<file path="src/hcle_pkg.sv">
package hcle_pkg;

  // Result status codes.
  localparam logic [1:0] ST_OK           = 2'd0;
  localparam logic [1:0] ST_PARSE_ERROR  = 2'd1;
  localparam logic [1:0] ST_OUT_OF_RANGE = 2'd2;

  localparam logic [31:0] MAX_BODY_RESET = 32'd2097152;

  // Characters the parser reacts to.
  localparam logic [7:0] CH_CR    = 8'h0D;
  localparam logic [7:0] CH_LF    = 8'h0A;
  localparam logic [7:0] CH_COLON = 8'h3A;
  localparam logic [7:0] CH_SPACE = 8'h20;
  localparam logic [7:0] CH_TAB   = 8'h09;
  localparam logic [7:0] CH_PLUS  = 8'h2B;
  localparam logic [7:0] CH_MINUS = 8'h2D;
  localparam logic [7:0] CH_ZERO  = 8'h30;
  localparam logic [7:0] CH_NINE  = 8'h39;
  localparam logic [7:0] CH_UP_A  = 8'h41;
  localparam logic [7:0] CH_UP_Z  = 8'h5A;

  localparam logic [3:0] KEY_LEN  = 4'd14;
  localparam logic [3:0] KEY_SAT  = 4'd15;

  // One result item as it waits in the output or skid register.
  typedef struct packed {
    logic [31:0] length;
    logic [1:0]  status;
    logic        headers_complete;
  } result_t;

  // Lower-case header name "content-length", one character per position.
  function automatic logic [7:0] key_char(input logic [3:0] pos);
    logic [7:0] c;
    case (pos)
      4'd0:    c = 8'h63; // c
      4'd1:    c = 8'h6F; // o
      4'd2:    c = 8'h6E; // n
      4'd3:    c = 8'h74; // t
      4'd4:    c = 8'h65; // e
      4'd5:    c = 8'h6E; // n
      4'd6:    c = 8'h74; // t
      4'd7:    c = 8'h2D; // -
      4'd8:    c = 8'h6C; // l
      4'd9:    c = 8'h65; // e
      4'd10:   c = 8'h6E; // n
      4'd11:   c = 8'h67; // g
      4'd12:   c = 8'h74; // t
      4'd13:   c = 8'h68; // h
      default: c = 8'h00;
    endcase
    return c;
  endfunction

endpackage

</file>
<file path="src/http_content_length_extractor.sv">
// Content-Length header extractor for an HTTP message stream.
//
// The input channel (in_valid / in_ready) carries one message byte per item,
// with end_of_message marking the final byte of the message. The output
// channel (out_valid / out_ready) carries one result item per message: the
// parsed length, a status code and whether a blank line ended the headers.
// The result appears on the item that holds the blank line, or on the final
// byte when no blank line came; bytes after the blank line are dropped.
// max_body is written through max_body_we / max_body_wdata between messages.
//
// Each byte is parsed in the cycle it is accepted; its result is registered in
// the output register, or in the skid register behind it. One byte is taken
// every cycle while the skid is empty. Throughput is set by the digit step
// (a times-ten add on the 64-bit accumulator) and the end-of-line compare.
//
// A two-entry output (result register plus skid register) lets the parser
// keep taking bytes while a result waits. in_ready only drops while the skid
// register is full, which needs the receiver to stall across two results.
// Synchronous reset clears the parser to the start of a message, empties
// both output registers and restores max_body to 2097152.
module http_content_length_extractor
  import hcle_pkg::*;
(
  input  logic        clk,
  input  logic        rst,
  input  logic        in_valid,
  output logic        in_ready,
  input  logic [7:0]  byte_in,
  input  logic        end_of_message,
  output logic        out_valid,
  input  logic        out_ready,
  output logic [31:0] length,
  output logic [1:0]  status,
  output logic        headers_complete,
  input  logic        max_body_we,
  input  logic [31:0] max_body_wdata
);

  // Message phase codes.
  localparam logic [1:0] PH_FIRST = 2'd0;
  localparam logic [1:0] PH_KEY   = 2'd1;
  localparam logic [1:0] PH_VALUE = 2'd2;
  localparam logic [1:0] PH_DONE  = 2'd3;

  // Value parser phase codes.
  localparam logic [1:0] VP_WS     = 2'd0;
  localparam logic [1:0] VP_SIGN   = 2'd1;
  localparam logic [1:0] VP_DIGITS = 2'd2;
  localparam logic [1:0] VP_STOP   = 2'd3;

  logic [31:0] max_body;

  logic [1:0]  phase, phase_next;
  logic [3:0]  key_position, key_position_next;
  logic        key_matches, key_matches_next;
  logic        key_space, key_space_next;
  logic        line_has_chars, line_has_chars_next;
  logic        held_cr, held_cr_next;
  logic [1:0]  value_phase, value_phase_next;
  logic        negative, negative_next;
  logic        digit_seen, digit_seen_next;
  logic [63:0] accumulator, accumulator_next;
  logic        overflowed, overflowed_next;
  logic [31:0] best_length, best_length_next;
  logic [1:0]  best_status, best_status_next;

  result_t     skid;
  logic        skid_valid;

  logic        accept;
  logic        pop;
  logic        in_line;
  logic        is_cr, is_lf;
  logic        line_cr, line_b, line_end, blank;
  logic        eval_line;
  logic        emit;
  result_t     res;

  logic [7:0]  lc;
  logic        is_digit, is_ws;
  logic        b_done;
  logic [67:0] acc_step;
  logic [63:0] value_abs;

  assign in_ready = !skid_valid;
  assign accept   = in_valid && in_ready;
  assign pop      = out_valid && out_ready;

  assign in_line = (phase == PH_KEY) || (phase == PH_VALUE);
  assign is_cr   = (byte_in == CH_CR);
  assign is_lf   = (byte_in == CH_LF);

  // A held CR that is not followed by LF turns into an ordinary line byte,
  // ahead of the current byte when that is not a CR itself.
  assign line_cr  = accept && in_line && held_cr && !is_lf;
  assign line_b   = accept && in_line && !is_cr && !is_lf;
  assign blank    = accept && in_line && is_lf && (phase == PH_KEY) && !line_has_chars;
  assign line_end = accept && in_line && is_lf && !blank;

  assign lc       = (byte_in >= CH_UP_A && byte_in <= CH_UP_Z) ? byte_in + 8'd32 : byte_in;
  assign is_digit = (byte_in >= CH_ZERO) && (byte_in <= CH_NINE);
  assign is_ws    = (byte_in == CH_SPACE) || (byte_in >= CH_TAB && byte_in <= CH_CR);

  always_comb begin
    phase_next          = phase;
    key_position_next   = key_position;
    key_matches_next    = key_matches;
    key_space_next      = key_space;
    line_has_chars_next = line_has_chars;
    held_cr_next        = held_cr;
    value_phase_next    = value_phase;
    negative_next       = negative;
    digit_seen_next     = digit_seen;
    accumulator_next    = accumulator;
    overflowed_next     = overflowed;
    best_length_next    = best_length;
    best_status_next    = best_status;
    emit                = 1'b0;
    res                 = '0;
    b_done              = 1'b0;
    acc_step            = '0;
    value_abs           = '0;
    eval_line           = 1'b0;

    if (accept && phase == PH_FIRST && is_lf) begin
      phase_next = PH_KEY;
    end

    // CR as a line byte: it never matches the key and ends any number.
    if (line_cr) begin
      line_has_chars_next = 1'b1;
      if (phase == PH_KEY) begin
        key_matches_next = 1'b0;
        if (key_position != KEY_SAT) begin
          key_position_next = key_position + 4'd1;
        end
      end else if (value_phase_next == VP_SIGN || value_phase_next == VP_DIGITS) begin
        value_phase_next = VP_STOP;
      end
    end

    if (line_b) begin
      line_has_chars_next = 1'b1;
      if (phase == PH_KEY) begin
        if (byte_in == CH_COLON) begin
          key_matches_next = key_matches_next && (key_position_next == KEY_LEN);
          phase_next       = PH_VALUE;
        end else if (byte_in == CH_SPACE) begin
          key_space_next = 1'b1;
        end else begin
          if (key_space_next || key_position_next >= KEY_LEN ||
              lc != key_char(key_position_next)) begin
            key_matches_next = 1'b0;
          end
          if (key_position_next != KEY_SAT) begin
            key_position_next = key_position_next + 4'd1;
          end
        end
      end else begin
        if (value_phase_next == VP_WS) begin
          if (is_ws) begin
            b_done = 1'b1;
          end else begin
            value_phase_next = VP_SIGN;
            if (byte_in == CH_PLUS || byte_in == CH_MINUS) begin
              negative_next = (byte_in == CH_MINUS);
              b_done        = 1'b1;
            end
          end
        end
        if (!b_done && (value_phase_next == VP_SIGN || value_phase_next == VP_DIGITS)) begin
          if (is_digit) begin
            acc_step = ({4'b0, accumulator_next} << 3) + ({4'b0, accumulator_next} << 1)
                     + {64'b0, byte_in[3:0]};
            if (acc_step[67:64] != 4'b0) begin
              overflowed_next = 1'b1;
            end
            accumulator_next = acc_step[63:0];
            digit_seen_next  = 1'b1;
            value_phase_next = VP_DIGITS;
          end else begin
            value_phase_next = VP_STOP;
          end
        end
      end
    end

    if (accept && in_line) begin
      if (is_cr) begin
        held_cr_next = 1'b1;
      end else begin
        held_cr_next = 1'b0;
      end
    end

    // A line closes at LF, or at the final byte of the message.
    eval_line = line_end ||
                (accept && end_of_message && !blank &&
                 (phase_next == PH_KEY || phase_next == PH_VALUE));
    if (eval_line && phase_next == PH_VALUE && key_matches_next) begin
      value_abs = negative_next ? (64'd0 - accumulator_next) : accumulator_next;
      if (!digit_seen_next || overflowed_next) begin
        best_status_next = ST_PARSE_ERROR;
        best_length_next = '0;
      end else if (value_abs[63:32] != 32'd0 || value_abs[31:0] > max_body) begin
        best_status_next = ST_OUT_OF_RANGE;
        best_length_next = '0;
      end else begin
        best_status_next = ST_OK;
        best_length_next = value_abs[31:0];
      end
    end

    if (line_end) begin
      phase_next          = PH_KEY;
      key_position_next   = '0;
      key_matches_next    = 1'b1;
      key_space_next      = 1'b0;
      line_has_chars_next = 1'b0;
      held_cr_next        = 1'b0;
      value_phase_next    = VP_WS;
      negative_next       = 1'b0;
      digit_seen_next     = 1'b0;
      accumulator_next    = '0;
      overflowed_next     = 1'b0;
    end

    if (blank) begin
      phase_next           = PH_DONE;
      emit                 = 1'b1;
      res.headers_complete = 1'b1;
    end else if (accept && end_of_message && phase != PH_DONE) begin
      emit                 = 1'b1;
      res.headers_complete = 1'b0;
    end
    res.length = best_length_next;
    res.status = best_status_next;

    // The final byte returns the parser to the start of a new message.
    if (accept && end_of_message) begin
      phase_next          = PH_FIRST;
      key_position_next   = '0;
      key_matches_next    = 1'b1;
      key_space_next      = 1'b0;
      line_has_chars_next = 1'b0;
      held_cr_next        = 1'b0;
      value_phase_next    = VP_WS;
      negative_next       = 1'b0;
      digit_seen_next     = 1'b0;
      accumulator_next    = '0;
      overflowed_next     = 1'b0;
      best_length_next    = '0;
      best_status_next    = ST_OK;
    end
  end

  always_ff @(posedge clk) begin
    if (rst) begin
      max_body       <= MAX_BODY_RESET;
      phase          <= PH_FIRST;
      key_position   <= '0;
      key_matches    <= 1'b1;
      key_space      <= 1'b0;
      line_has_chars <= 1'b0;
      held_cr        <= 1'b0;
      value_phase    <= VP_WS;
      negative       <= 1'b0;
      digit_seen     <= 1'b0;
      accumulator    <= '0;
      overflowed     <= 1'b0;
      best_length    <= '0;
      best_status    <= ST_OK;
    end else begin
      if (max_body_we) begin
        max_body <= max_body_wdata;
      end
      phase          <= phase_next;
      key_position   <= key_position_next;
      key_matches    <= key_matches_next;
      key_space      <= key_space_next;
      line_has_chars <= line_has_chars_next;
      held_cr        <= held_cr_next;
      value_phase    <= value_phase_next;
      negative       <= negative_next;
      digit_seen     <= digit_seen_next;
      accumulator    <= accumulator_next;
      overflowed     <= overflowed_next;
      best_length    <= best_length_next;
      best_status    <= best_status_next;
    end
  end

  // Output register with a skid register behind it. The skid register only
  // fills when a new result arrives while the output register is stalled.
  always_ff @(posedge clk) begin
    if (rst) begin
      out_valid  <= 1'b0;
      skid_valid <= 1'b0;
    end else if (skid_valid) begin
      if (pop) begin
        skid_valid <= 1'b0;
      end
    end else if (emit) begin
      if (!out_valid || pop) begin
        out_valid <= 1'b1;
      end else begin
        skid_valid <= 1'b1;
      end
    end else if (pop) begin
      out_valid <= 1'b0;
    end
  end

  always_ff @(posedge clk) begin
    if (skid_valid) begin
      if (pop) begin
        length           <= skid.length;
        status           <= skid.status;
        headers_complete <= skid.headers_complete;
      end
    end else if (emit) begin
      if (!out_valid || pop) begin
        length           <= res.length;
        status           <= res.status;
        headers_complete <= res.headers_complete;
      end else begin
        skid <= res;
      end
    end
  end

  // The skid register is only ever filled behind a waiting result.
  a_skid_behind_out: assert property (@(posedge clk) disable iff (rst)
    skid_valid |-> out_valid)
    else $error("skid register holds a result while the output register is empty");

  // After the final byte of a message the parser is back at the first line.
  a_eom_restart: assert property (@(posedge clk) disable iff (rst)
    (accept && end_of_message) |=> (phase == PH_FIRST && !held_cr && best_status == ST_OK))
    else $error("parser did not restart after the end of a message");

  // A failed parse always reports a zero length.
  a_error_zero_length: assert property (@(posedge clk) disable iff (rst)
    emit |-> (res.status == ST_OK || res.length == 32'd0))
    else $error("non-zero length reported with an error status");

  // Blank-line results only come out of header parsing.
  a_blank_from_headers: assert property (@(posedge clk) disable iff (rst)
    (emit && res.headers_complete) |-> (phase == PH_KEY && is_lf))
    else $error("headers_complete result without a blank line");

endmodule

</file>
<file path="config.mk">
export PLATFORM = sky130hd
export DESIGN_NAME = http_content_length_extractor
export DESIGN_NICKNAME = d
export VERILOG_FILES = /design/src/hcle_pkg.sv /design/src/http_content_length_extractor.sv
export SDC_FILE = /design/constraint.sdc
export NUM_CORES = 1
export LEC_CHECK = 0
export BUFFER_PORTS_ARGS = -buffer_cell sky130_fd_sc_hd__buf_2
export CAP_MARGIN = 0
export CORE_MARGIN = 10
export CORE_UTILIZATION = 30
export CTS_BUF_LIST = sky130_fd_sc_hd__clkbuf_16
export CTS_CLUSTER_DIAMETER = 40
export DETAILED_ROUTE_END_ITERATION = 8
export GPL_TIMING_DRIVEN = 0
export PLACE_DENSITY = 0.56
export SETUP_SLACK_MARGIN = 0.15
export SYNTH_ARGS = -nofsm -noshare
export SYNTH_HDL_FRONTEND = slang
export SYNTH_SLANG_ARGS = --single-unit
</file>
<file path="constraint.sdc">
create_clock -name clk -period 10.8 [get_ports clk]
set_input_delay 2.16 -clock clk [delete_from_list [all_inputs] [get_ports clk]]
set_output_delay 2.16 -clock clk [all_outputs]
set_load 0.01 [all_outputs]
</file>
==> results.md <==
| Result | Reported | Unit |
| --- | --- | --- |
| Status | finished clean | - |
| Instance count after placement with tap cells included | 3,070 | - |
| Cell depth of the worst hold path | 2 | - |
| Total DRC errors in the routed layout | 0 | - |
| Routed Antenna Nets | 0 | - |
| Fraction of the yosys area taken by sequential cells | 27.8 | % |
| Kind of start point of the critical path | primary input | - |
| Maximum number of pins on one net before global-route repair | 33 | - |
| Path depth of the worst reg2reg path | 39 | - |
| Share of post-route cells with drive strength above 1 | 11.9 | % |
| Delay of the slowest critical-path stage | 0.61 | ns |
| Pre-Repair DR Iteration Count | 7 | - |
| Count of filler cells inserted in the layout | 6,262 | - |
| Top post-synthesis cells by count | sky130_fd_sc_hd__nor2_1 (243), sky130_fd_sc_hd__ha_1 (173), sky130_fd_sc_hd__nand2_1 (173) | - |
| Most used cell, CP | sky130_fd_sc_hd__nand2_1 | - |
| Grt met2 use | 31.1 | % |
| Setup slack of the most critical reg-to-reg path | 1.57 | ns |
| Global-route wire length before repair | 105,000 | um |
| Fin crit share | 96.2 | % |
| Arrival @ worst endpoint | 10.79 | ns |
| Most frequently used cell type in the post-synthesis netlist | sky130_fd_sc_hd__nor2_1 | - |
| Met1 GRT Util | 23.8 | % |
| Tightest Pin Transition | 1.07 | ns |
| GRT busiest layer | met2 | - |
| R2r startpoint | phase[0] | - |
| Final max-slew violation count | 0 | - |
| Global routing usage summed across all routing layers | 18.6 | % |
| Pleak | 0.00899 | uW |
| Final non-filler cell total | 3,148 | - |
| Path type of the worst min-delay path | reg -> reg | - |
| Count of final setup violators | 0 | - |
| Dominant cells by area after synthesis | sky130_fd_sc_hd__dfxtp_1 (16%), sky130_fd_sc_hd__ha_1 (12%), sky130_fd_sc_hd__edfxtp_1 (12%) | - |
| Reg area | 5040 | um2 |
| Insertion delay of the later-clocked pin in the worst-skew pair | 0.55 | ns |
| Largest area contributor in the synthesized netlist | sky130_fd_sc_hd__dfxtp_1 | - |
| Syn Area/Cell | 8.24 | um2 |
| Layout Skew | 0.0300 | ns |
| Proportion of netlist area held by the largest area contributor | 16.2 | % |
| Minimum clock period after layout | 10.39 | ns |
| Die Area | 70,800 | um2 |
| End of the worst register-to-register path | length[29] | - |
| Number of ports placed on the die boundary | 83 | - |
| Synth Cell Area | 18,200 | um2 |
| Buffers on Ports | 79 | - |
| RSZ-0062 raised after global routing | no | - |
| Max Root-Sink Buffers | 3 | - |
| CTS Sinks | 217 | - |
| Power, Total | 2250 | uW |
| Clock tree from TritonCTS | built | - |
| Highest ir drop seen on vdd | 0.105 | mV |
| Setup Crit Path Kind | in -> reg | - |
| Hold_sp | digit_seen | - |
| Critical path endpoint category | flop | - |
| Post-synth net total | 2,427 | - |
| Count of final hold-check violations | 0 | - |
| Area used by multi-input combinational logic | 12,700 | um2 |
| Detailed-route wire length | 68,800 | um |
| Global route total overflow | 0 | - |
| Average wire per cell in the routed design | 21.9 | um |
| Yosys synthesis warning count | 0 | - |
| Global-route met3 utilization | 2.86 | % |
| Via count | 18,400 | - |
| Clock transition at the registers of the reported paths | 0.06 | ns |
| Via density per instance | 5.84 | - |
| Root buffer selected by CTS | sky130_fd_sc_hd__clkbuf_16 | - |
| Area growth, synth to finish | 18.9 | % |
| Maximum capacitance violations | 0 | - |
| Number of antenna violations at the first check in global routing | 0 | - |
| Max Fanout on Critical Path | 10 | - |
| Starting utilization of the core area | 30.2 | % |
| Power density normalized to cell area | 104 | nW/um2 |
| Max transition margin | 28.5 | % |
| Core box area | 60,100 | um2 |
| TritonCTS buffer count | 38 | - |
| Antenna Cells | 0 | - |
| Cell area after layout | 21,600 | um2 |
| Placement Rows | 90 | - |
| Count of flip-flops with a built-in enable after synthesis | 70 | - |
| Seq cells post-synth | 217 | - |
| Most used DFF post-synth | sky130_fd_sc_hd__dfxtp_1 | - |
| Hold-fix buffer count after cts | 0 | - |
| Die extent in x | 266 | um |
| Minimum hold slack | 0.469 | ns |
| Number of DRC markers in iteration 0 | 1,701 | - |
| Final core occ | 35.9 | % |
| Post-DP HPWL | 55,000 | um |
| Routability Congestion | 0.947 | - |
| Endpoint of the worst hold path | digit_seen | - |
| Library cell contributing the largest single delay on the critical path | sky130_fd_sc_hd__fa_1 | - |
| Fmax | 96.3 | MHz |
| Number of H-tree levels | 2 | - |
| Number of distinct library cells after synthesis | 96 | - |
| Post-synthesis async set-or-reset flop share | 0 | % |
| Post-synthesis instance total | 2,206 | - |
| Vias in the first global route | 17,900 | - |
| Layout Nets | 2,559 | - |
| Die height | 266 | um |
| Placed cell areas | 19,600 | um2 |
| CP Data Required Time | 11.20 | ns |
-- timing repair --
| item | CTS | global route |
|---|---|---|
| pin swaps | 10 | 11 |
| setup endpoints to repair | 99 | 99 |
| resized for setup | 72 | 41 |
| setup buffers | 8 | 4 |
| gates cloned | 0 | 1 |
-- metal layers --
metal  up-vias  routed length, um
li1       8665                  -
met1      8872              30200
met2       705              32000
met3       134               4420
met4         0               2190
met5         -                  0
-- worst max path at each step --
| stage | from | end | cells past startpoint | slack, ns |
|---|---|---|---|---|
| CTS | byte_in[2] | length[30] | 42 | 0.15 |
| detailed placement | byte_in[5] | length[30] | 39 | -4.16 |
| finish | byte_in[3] | length[29] | 33 | 0.41 |
| global placement | byte_in[5] | length[30] | 39 | -4.15 |
| floorplan | byte_in[5] | length[25] | 41 | 0.17 |
| global route | byte_in[3] | length[29] | 36 | 0.15 |
-- cell usage in the layout (no fill, tap or decap), types with 9 or more instances in the layout --
cell                        synthesis  routed
sky130_fd_sc_hd__a211oi_1          13      12
sky130_fd_sc_hd__a21boi_0           9       9
sky130_fd_sc_hd__a21o_1            35      35
sky130_fd_sc_hd__a21oi_1          154     152
sky130_fd_sc_hd__a221oi_1          12      10
sky130_fd_sc_hd__a22o_1            67      67
sky130_fd_sc_hd__a31o_1            32      32
sky130_fd_sc_hd__a31oi_1           22      21
sky130_fd_sc_hd__a32o_1            33      33
sky130_fd_sc_hd__and2_1            25      24
sky130_fd_sc_hd__and3_1            12      12
sky130_fd_sc_hd__buf_2             20      91
sky130_fd_sc_hd__buf_4              3      16
sky130_fd_sc_hd__clkbuf_1          89      83
sky130_fd_sc_hd__clkbuf_16          0      42
sky130_fd_sc_hd__dfxtp_1          147     147
sky130_fd_sc_hd__edfxtp_1          70      70
sky130_fd_sc_hd__ha_1             173     171
sky130_fd_sc_hd__inv_1             69      72
sky130_fd_sc_hd__mux2i_1           61      60
sky130_fd_sc_hd__nand2_1          173     171
sky130_fd_sc_hd__nand2b_1          19      19
sky130_fd_sc_hd__nand3_1           50      49
sky130_fd_sc_hd__nand4_1           53      53
sky130_fd_sc_hd__nor2_1           243     242
sky130_fd_sc_hd__nor2b_1           23      22
sky130_fd_sc_hd__nor3_1            72      71
sky130_fd_sc_hd__nor4_1            30      24
sky130_fd_sc_hd__o211a_1           11      11
sky130_fd_sc_hd__o211ai_1          27      27
sky130_fd_sc_hd__o21a_1            18      18
sky130_fd_sc_hd__o21ai_0          101      99
sky130_fd_sc_hd__o21bai_1          14      13
sky130_fd_sc_hd__o22ai_1            9       9
sky130_fd_sc_hd__o31a_1            10      10
sky130_fd_sc_hd__o31ai_1           14      13
sky130_fd_sc_hd__or3_1             26      26
sky130_fd_sc_hd__or4_1             13      10
sky130_fd_sc_hd__xnor2_1           31      26
sky130_fd_sc_hd__xor2_1            39      35
-- final cells by class --
| type | count | share of cell area [%] |
|---|---|---|
| multi-input combinational | 1793 | 58.8 |
| sequential | 217 | 23.3 |
| buffer | 123 | 3.29 |
| inverter | 70 | 1.22 |
| clock inverter | 28 | 1.67 |
| clock buffer | 40 | 4.63 |
| timing repair buffer | 95 | 2.51 |
| tap | 782 | 4.53 |
-- kinds of logic after synthesis --
group | Yosys count | share of synthesized area (%)
AO/OA/AOI/OAI | 683 | 26.7
XOR/XNOR | 70 | 3.37
adder cells (fa/ha/maj) | 175 | 12.1
buffers and inverters | 196 | 4.45
flip-flops | 217 | 27.8
multiplexers | 69 | 3.86
AND/OR/NAND/NOR | 796 | 21.7
-- metrics by stage --
stage | TNS (ns) | setup WS, ns
floorplan | 0 | 0.172
global placement | -395.54 | -4.15
detailed placement | -396.85 | -4.16
CTS | 0 | 0.154
global route | 0 | 0.147
finish | 0 | 0.412
-- registers in the layout (all words and copies together), names as in the netlist --
name              count
accumulator          64
skid                 35
best_length          32
length               32
max_body             32
key_position          4
best_status           2
phase                 2
status                2
value_phase           2
digit_seen            1
headers_complete      1
held_cr               1
key_matches           1
key_space             1
line_has_chars        1
negative              1
out_valid             1
overflowed            1
skid_valid            1
-- worst max-delay path: cells and delay by family --
family          cells  cell delay (ns)
buf+inv             7             1.11
mux                 1             0.32
xor+xnor            2             0.61
fa+ha+maj           3             1.20
simple gates       13             3.58
compound gates      7             1.78
-- report_power, final --
group	total (uW)	switching, uW	internal [uW]
Clock	1290	441	847
Combinational	103	67.6	35.5
Sequential	859	5.77	854
Total	2250	514	1740
Power figures use the tool's default switching activity.
